--- config.mk ---
export PLATFORM = sky130hd
export DESIGN_NAME = lfc_frame_track
export DESIGN_NICKNAME = d
export VERILOG_FILES = /design/src/rtl/lfc_pkg.sv /design/src/rtl/lfc_frame_track.sv
export SDC_FILE = /design/constraint.sdc
export NUM_CORES = 1
export LEC_CHECK = 0
export ABC_AREA = 1
export BUFFER_PORTS_ARGS = -buffer_cell sky130_fd_sc_hd__buf_4
export CAP_MARGIN = 20
export CELL_PAD_IN_SITES_DETAIL_PLACEMENT = 1
export CELL_PAD_IN_SITES_GLOBAL_PLACEMENT = 1
export CORE_ASPECT_RATIO = 0.75
export CORE_UTILIZATION = 41
export CTS_CLUSTER_SIZE = 20
export DETAILED_ROUTE_END_ITERATION = 10
export GPL_ROUTABILITY_DRIVEN = 0
export PLACE_DENSITY_LB_ADDON = 0.05
export SYNTH_ARGS = -nofsm -noshare
export SYNTH_HDL_FRONTEND = slang
export SYNTH_SLANG_ARGS = --single-unit
--- constraint.sdc ---
create_clock -name clk -period 3.2 [get_ports clk]
set_input_delay 0.8 -clock clk [delete_from_list [all_inputs] [get_ports clk]]
set_output_delay 0.8 -clock clk [all_outputs]
set_load 0.02 [all_outputs]
--- src/rtl/lfc_pkg.sv ---
// Types, constants and helper functions for the BCD length frame CRC checker.
// Used by lfc_frame_track, the top level and the checker.
`default_nettype none

package lfc_pkg;

	localparam int BYTE_LIMIT    = 250;
	localparam int LENGTH_OFFSET = 17;

	localparam logic [15:0] CRC_POLY  = 16'h1021;
	localparam logic [7:0]  LEN_HI_POS = 8'(LENGTH_OFFSET);
	localparam logic [7:0]  LEN_LO_POS = 8'(LENGTH_OFFSET + 1);
	localparam logic [7:0]  PAY_START  = 8'(LENGTH_OFFSET + 2);
	localparam logic [8:0]  LIMIT_CNT  = 9'(BYTE_LIMIT);

	typedef enum logic {
		OP_BYTE    = 1'b0,
		OP_RESTART = 1'b1
	} lfc_op_t;

	typedef struct packed {
		lfc_op_t     opcode;
		logic [7:0]  rx_byte;
	} lfc_item_t;

	typedef struct packed {
		logic [7:0]  data_byte;
		logic [7:0]  byte_position;
		logic        in_payload;
		logic        frame_end;
		logic        crc_good;
		logic        overflow;
	} lfc_result_t;

	// Two BCD digits (raw nibbles) to a value, saturated at 99.
	function automatic logic [6:0] bcd_pair(input logic [7:0] b);
		logic [7:0] v;
		v = 8'(b[7:4]) * 8'd10 + 8'(b[3:0]);
		return (v > 8'd99) ? 7'd99 : v[6:0];
	endfunction

	// CRC-16, poly 0x1021, MSB first, one byte.
	function automatic logic [15:0] crc16_byte(input logic [15:0] crc, input logic [7:0] b);
		logic [15:0] c;
		c = crc ^ {b, 8'h00};
		for (int i = 0; i < 8; i++) begin
			c = c[15] ? ({c[14:0], 1'b0} ^ CRC_POLY) : {c[14:0], 1'b0};
		end
		return c;
	endfunction

endpackage

`default_nettype wire

--- src/rtl/lfc_frame_track.sv ---
// Frame state of the checker: byte counter, BCD length, running CRC.
// Computes one result per beat from the registered input; uses lfc_pkg.
`default_nettype none

module lfc_frame_track (
	input  wire                 clk,
	input  wire                 arst_n,
	input  wire                 step,
	input  lfc_pkg::lfc_item_t  item,
	output lfc_pkg::lfc_result_t result
);

	logic [7:0]  cnt_q;
	logic [6:0]  len_hi_q;
	logic [13:0] len_q;
	logic [15:0] crc_q;
	logic [7:0]  crc_hi_q;

	logic [7:0]  cnt_d;
	logic [6:0]  len_hi_d;
	logic [13:0] len_d;
	logic [15:0] crc_d;
	logic [7:0]  crc_hi_d;

	logic [14:0] end_m1;
	logic [14:0] pos_w;
	logic [8:0]  cnt_inc;
	logic        in_pay;
	logic        fend;
	logic        good;
	logic        ovf;
	logic        clear;

	always_comb begin
		cnt_d    = cnt_q;
		len_hi_d = len_hi_q;
		len_d    = len_q;
		crc_d    = crc_q;
		crc_hi_d = crc_hi_q;
		in_pay   = 1'b0;
		fend     = 1'b0;
		good     = 1'b0;
		ovf      = 1'b0;
		clear    = 1'b0;
		// position of the first CRC byte; the frame ends one later
		end_m1   = {1'b0, len_q} + 15'(lfc_pkg::LENGTH_OFFSET);
		pos_w    = {7'b0, cnt_q};
		cnt_inc  = {1'b0, cnt_q} + 9'd1;

		if (item.opcode == lfc_pkg::OP_RESTART) begin
			clear = 1'b1;
		end else begin
			if (cnt_q == lfc_pkg::LEN_HI_POS) begin
				len_hi_d = lfc_pkg::bcd_pair(item.rx_byte);
			end else if (cnt_q == lfc_pkg::LEN_LO_POS) begin
				len_d = 14'(len_hi_q) * 14'd100 + 14'(lfc_pkg::bcd_pair(item.rx_byte));
			end else if (cnt_q >= lfc_pkg::PAY_START && len_q >= 14'd2) begin
				if (pos_w < end_m1) begin
					in_pay = 1'b1;
					crc_d  = lfc_pkg::crc16_byte(crc_q, item.rx_byte);
				end else if (pos_w == end_m1) begin
					crc_hi_d = item.rx_byte;
				end else if (pos_w == end_m1 + 15'd1) begin
					fend = 1'b1;
					good = ({crc_hi_q, item.rx_byte} == crc_q);
				end
			end

			if (fend) begin
				clear = 1'b1;
			end else begin
				cnt_d = cnt_inc[7:0];
				if (cnt_inc >= lfc_pkg::LIMIT_CNT) begin
					ovf   = 1'b1;
					clear = 1'b1;
				end
			end
		end

		if (clear) begin
			cnt_d    = '0;
			len_hi_d = '0;
			len_d    = '0;
			crc_d    = '0;
			crc_hi_d = '0;
		end

		if (item.opcode == lfc_pkg::OP_RESTART) begin
			result = '0;
		end else begin
			result.data_byte     = item.rx_byte;
			result.byte_position = cnt_q;
			result.in_payload    = in_pay;
			result.frame_end     = fend;
			result.crc_good      = good;
			result.overflow      = ovf;
		end
	end

	always_ff @(posedge clk or negedge arst_n) begin
		if (!arst_n) begin
			cnt_q    <= '0;
			len_hi_q <= '0;
			len_q    <= '0;
			crc_q    <= '0;
			crc_hi_q <= '0;
		end else if (step) begin
			cnt_q    <= cnt_d;
			len_hi_q <= len_hi_d;
			len_q    <= len_d;
			crc_q    <= crc_d;
			crc_hi_q <= crc_hi_d;
		end
	end

endmodule

`default_nettype wire

==> report_table.html <==
<table>
<tr><th>Metric</th><th>Value</th></tr>
<tr><th colspan="2">Outcome</th></tr>
<tr><td>Outcome</td><td>complete, but fails checks</td></tr>
<tr><td>Failing checks</td><td>negative setup slack</td></tr>
<tr><th colspan="2">Setup path</th></tr>
<tr><td>Biggest fanout along the worst timing path</td><td>3</td></tr>
<tr><td>Family with the most delay on the worst path</td><td>adder cells</td></tr>
<tr><td>Worst path max stage delay</td><td>0.61 ns</td></tr>
<tr><td>Most prevalent standard cell on the critical path</td><td>sky130_fd_sc_hd__nand2_1</td></tr>
<tr><td>Capturing element type of the critical path</td><td>register</td></tr>
<tr><td>Worst endpoint required time</td><td>3.44 ns</td></tr>
<tr><td>Count of buffer and inverter cells on the critical path</td><td>4</td></tr>
<tr><td>Arrival time at the worst endpoint</td><td>4.10 ns</td></tr>
<tr><td>Critical-path top delay cell</td><td>sky130_fd_sc_hd__fa_2</td></tr>
<tr><td>Startpoint-to-endpoint class of the critical path</td><td>input pin to register</td></tr>
<tr><td>Critical Path Source Type</td><td>input pin</td></tr>
<tr><td>Cell-by-cell listing of the critical path</td><td>buf_8, ha_4, ha_4, fa_2, nand2_1, nor2_1, nand2_1, nand2_1, nand2_4, nor2_4, ha_4, inv_2, fa_2, inv_2, nand4_1, nand2_2, buf_6, nand2_2, nand2_1, nand2_1, nand2_1, nand2_1, nand2_1</td></tr>
<tr><th colspan="2">Pwr</th></tr>
<tr><td>Share of total power in the clock network</td><td>approximately 18%</td></tr>
<tr><td>Power Density</td><td>465.0 nW/um^2</td></tr>
<tr><td>Overall power</td><td>between 3000 and 4000 uW</td></tr>
<tr><td>Combinational cell fraction of total power</td><td>a little under three fifths</td></tr>
<tr><td>Net switching power</td><td>1593 uW</td></tr>
<tr><td>Worst IR drop on VDD</td><td>between 0.3 and 0.4 mV</td></tr>
<tr><td>Sw Share</td><td>43.52%</td></tr>
<tr><td>Static Leakage</td><td>0.004211 uW</td></tr>
<tr><td>Sequential cell fraction of total power</td><td>26.6%</td></tr>
<tr><td>Cell Int Power</td><td>2068 uW</td></tr>
<tr><th colspan="2">Placed design</th></tr>
<tr><td>Count of input and output buffers</td><td>31</td></tr>
<tr><td>Half-perimeter wire length of the detailed placement result</td><td>between 15 and 20 mm</td></tr>
<tr><td>Placed Instances</td><td>1145</td></tr>
<tr><td>Area of placed instances</td><td>a little under 7000 sq um</td></tr>
<tr><th colspan="2">Layout</th></tr>
<tr><td>Fraction of final layout cells sized beyond drive strength 1</td><td>32.44%</td></tr>
<tr><td>Final cell count without fillers</td><td>between 1000 and 1500</td></tr>
<tr><td>Diode count</td><td>0</td></tr>
<tr><td>Final standard cell utilization of the core</td><td>59.24%</td></tr>
<tr><td>Fin area</td><td>7871 sq um</td></tr>
<tr><td>Nets</td><td>between 1000 and 1500</td></tr>
<tr><td>Layout overhead on the synthesized area</td><td>37.81%</td></tr>
<tr><th colspan="2">CTS</th></tr>
<tr><td>Clock tree from TritonCTS</td><td>yes</td></tr>
<tr><td>Number of clock buffers inserted by TritonCTS</td><td>5</td></tr>
<tr><td># H-tree levels</td><td>2</td></tr>
<tr><td>Clock sink count</td><td>53</td></tr>
<tr><td>Clock insertion delay at the later pin of the skew report</td><td>0.31 ns</td></tr>
<tr><td>Clock transition at the register clock pins on the worst setup and hold paths after CTS</td><td>0.08 ns</td></tr>
<tr><td>CTS Buffer Depth</td><td>2</td></tr>
<tr><td>Clock tree root driver cell</td><td>sky130_fd_sc_hd__clkbuf_16</td></tr>
<tr><th colspan="2">Logic synthesis</th></tr>
<tr><td>Syn Std Cell Area</td><td>5712 sq um</td></tr>
<tr><td>Share of Yosys cell area claimed by the top area cell type</td><td>23.22%</td></tr>
<tr><td>Most common cell in the synthesized netlist</td><td>sky130_fd_sc_hd__nand2_1</td></tr>
<tr><td>Synth Net Count</td><td>~900</td></tr>
<tr><td>Leading area contributor after synthesis</td><td>sky130_fd_sc_hd__dfrtp_1</td></tr>
<tr><td>Most instantiated flip-flop cell in the synthesis netlist</td><td>sky130_fd_sc_hd__dfrtp_1</td></tr>
<tr><td>Total of warnings raised by yosys</td><td>0</td></tr>
<tr><td>Post-synthesis sequential area ratio</td><td>about 23%</td></tr>
<tr><td>Async set-reset flop share out of synthesis</td><td>100.0%</td></tr>
<tr><td>Mean instance size in the synthesized netlist</td><td>between 6 and 7 sq um</td></tr>
<tr><td>Ranking of synthesized cells by instance count</td><td>sky130_fd_sc_hd__nand2_1 (241), sky130_fd_sc_hd__nor2_1 (109), sky130_fd_sc_hd__inv_1 (100)</td></tr>
<tr><td>Main area contributors after synthesis</td><td>sky130_fd_sc_hd__dfrtp_1 (23%), sky130_fd_sc_hd__nand2_1 (16%), sky130_fd_sc_hd__ha_1 (11%)</td></tr>
<tr><td>Number of enable-type register cells in the synthesized netlist</td><td>0</td></tr>
<tr><td>Yosys cell types</td><td>37</td></tr>
<tr><td>Number of synthesized register bits</td><td>53</td></tr>
<tr><td>Mapped Cells</td><td>853</td></tr>
<tr><th colspan="2">STA</th></tr>
<tr><td>Final Worst Setup Slack</td><td>-0.6571 ns</td></tr>
<tr><td>Final worst clock skew</td><td>0.01061 ns</td></tr>
<tr><td>Total of endpoints with negative setup slack in the final report</td><td>16</td></tr>
<tr><td>RSZ-0062 raised after global routing</td><td>true</td></tr>
<tr><td>Total count of max-transition violations in the final report</td><td>0</td></tr>
<tr><td>Relative max-transition margin</td><td>49.30%</td></tr>
<tr><td>Final min period</td><td>3.857 ns</td></tr>
<tr><td>Share of the cycle needed by the critical path after routing</td><td>120.5%</td></tr>
<tr><td>Final worst hold slack</td><td>0.5187 ns</td></tr>
<tr><td>Achievable frequency</td><td>259.3 MHz</td></tr>
<tr><td>Hold Violations, Final</td><td>0</td></tr>
<tr><td>Worst slew pin tran</td><td>0.7605 ns</td></tr>
<tr><th colspan="2">Floorplanning</th></tr>
<tr><td>Die Y-Extent</td><td>about 100 um</td></tr>
<tr><td>Chip Width</td><td>138.3 um</td></tr>
<tr><td>Count of standard-cell rows</td><td>36</td></tr>
<tr><td>Area of the core region</td><td>between 10000 and 15000 sq um</td></tr>
<tr><td>Effective utilization at floorplan</td><td>42.98%</td></tr>
<tr><td>DIE AREA</td><td>14410 sq um</td></tr>
<tr><td>Number of top-level pins</td><td>32</td></tr>
<tr><th colspan="2">GRT</th></tr>
<tr><td>Vias in the first global route</td><td>6635</td></tr>
<tr><td>Overflow after GRT</td><td>0</td></tr>
<tr><td>GRT Resource Usage Total</td><td>between 20% and 30%</td></tr>
<tr><td>Pin count of the biggest net entering global routing</td><td>54</td></tr>
<tr><td>Initial antenna violation count</td><td>0</td></tr>
<tr><td>Global-route wire length before repair</td><td>roughly 33 mm</td></tr>
<tr><th colspan="2">Routing</th></tr>
<tr><td>WL final</td><td>around 22 mm</td></tr>
<tr><td>DR WL/cell</td><td>18.71 um</td></tr>
<tr><td>Post-route DRC</td><td>0</td></tr>
<tr><td>Detailed Routing Iterations Pass 1</td><td>6</td></tr>
<tr><td>Number of vias per cell</td><td>5.418</td></tr>
<tr><td>Overall via count from detail_route</td><td>between 6000 and 7000</td></tr>
<tr><td>Number of routed nets with antenna violations</td><td>0</td></tr>
<tr><td>1st-iter DRT viols</td><td>364</td></tr>
<tr><th colspan="2">Run</th></tr>
<tr><td>Max Cap Viol</td><td>0</td></tr>
<tr><th colspan="2">Worst hold path</th></tr>
<tr><td>Class of the tightest hold or removal check</td><td>register to register</td></tr>
</table>
cells in the final DEF (no fill, tap or decap), types with 19 or more instances in the layout:
master	instances
sky130_fd_sc_hd__buf_4	146
sky130_fd_sc_hd__dfrtp_1	50
sky130_fd_sc_hd__ha_1	36
sky130_fd_sc_hd__inv_1	90
sky130_fd_sc_hd__nand2_1	209
sky130_fd_sc_hd__nand2_2	46
sky130_fd_sc_hd__nand3_1	78
sky130_fd_sc_hd__nand4_1	22
sky130_fd_sc_hd__nor2_1	99
sky130_fd_sc_hd__xnor2_1	19
sky130_fd_sc_hd__xor2_1	38
registers in the layout, indices dropped and copies added, names as in the netlist:
signal    cells
len_q        14
crc_hi_q      8
len_hi_q      7
crc_q        16
cnt_q         8
cell families (layout without fill, tap and decap cells):
group | count (synthesis) | in the layout | share of synthesized area [%]
AOI/OAI and AO/OA | 32 | 32 | 3.352
xor gates and xnor gates | 60 | 60 | 9.200
adders and majority gates | 57 | 57 | 13.14
buffers and inverters | 126 | 278 | 9.025
DFF | 53 | 53 | 23.22
and+or+nand+nor | 525 | 525 | 42.06
area by class of cell:
type | instances | area, sq um
tap | 171 | 214.0
inverter | 108 | 405.4
clock inverter | 3 | 47.55
multi-input combinational | 674 | 4412
clock buffer | 5 | 125.1
fill | 1684 | 5416
sequential | 53 | 1330
timing repair buffer | 162 | 1338
through the flow:
stage / TNS (ns) / setup slack (ns)
after global placement: -7.140 / -0.7167
after global routing: -10.87 / -0.7665
after detailed placement: -10.47 / -0.9983
after CTS: -3.998 / -0.3845
final: -7.669 / -0.6571
after floorplan: -3.285 / -0.4477
worst min-delay path: stages (launching register included):
cell                      delay (ns)
sky130_fd_sc_hd__dfrtp_1        0.37
sky130_fd_sc_hd__nand2_1        0.06
sky130_fd_sc_hd__nand2_1        0.06
path summary, 6_finish.rpt:
kind                            slack [ns]           to  cells after the start        start
worst max-delay path                 -0.66     len_q[8]                     23      item[5]
worst min-delay path                  0.52  crc_hi_q[3]                      2  crc_hi_q[3]
worst max register to register       -0.28    len_q[12]                     21  len_hi_q[2]
worst min register to register        0.52  crc_hi_q[3]                      2  crc_hi_q[3]
max in group asynchronous             2.10     len_q[0]                      1       arst_n
min in group asynchronous             0.55  len_hi_q[6]                      1       arst_n
routing by layer:
layer / routed length [um] / global-route usage, % / vias up / part of all wire [%]
li1: - / - / 3008 / -
met1: 9705 / 36.13 / 3155 / 44
met2: 10840 / 50.40 / 161 / 49
met3: 873 / 4.420 / 47 / 4.0
met4: 581 / 9.631 / 0 / 2.6
met5: 0 / 0 / - / 0
power by group through the flow:
stage                     Sequential [uW]  Clock, uW  Combinational [uW]
after floorplan                       923          0                1060
after global placement                962          0                1540
after detailed placement              970          0                1620
after CTS                             964        681                1800
after global routing                  986        689                2180
final                                 973        662                2030
what timing repair did:
action	CTS	global route
endpoints found under the setup margin	24	57
pin swaps	39	49
hold buffers	0	0
setup buffers	15	7
cloned	0	2
hold endpoints to repair	0	0
gates resized for setup	65	61
Note: power is estimated with default switching activity, not from simulation.
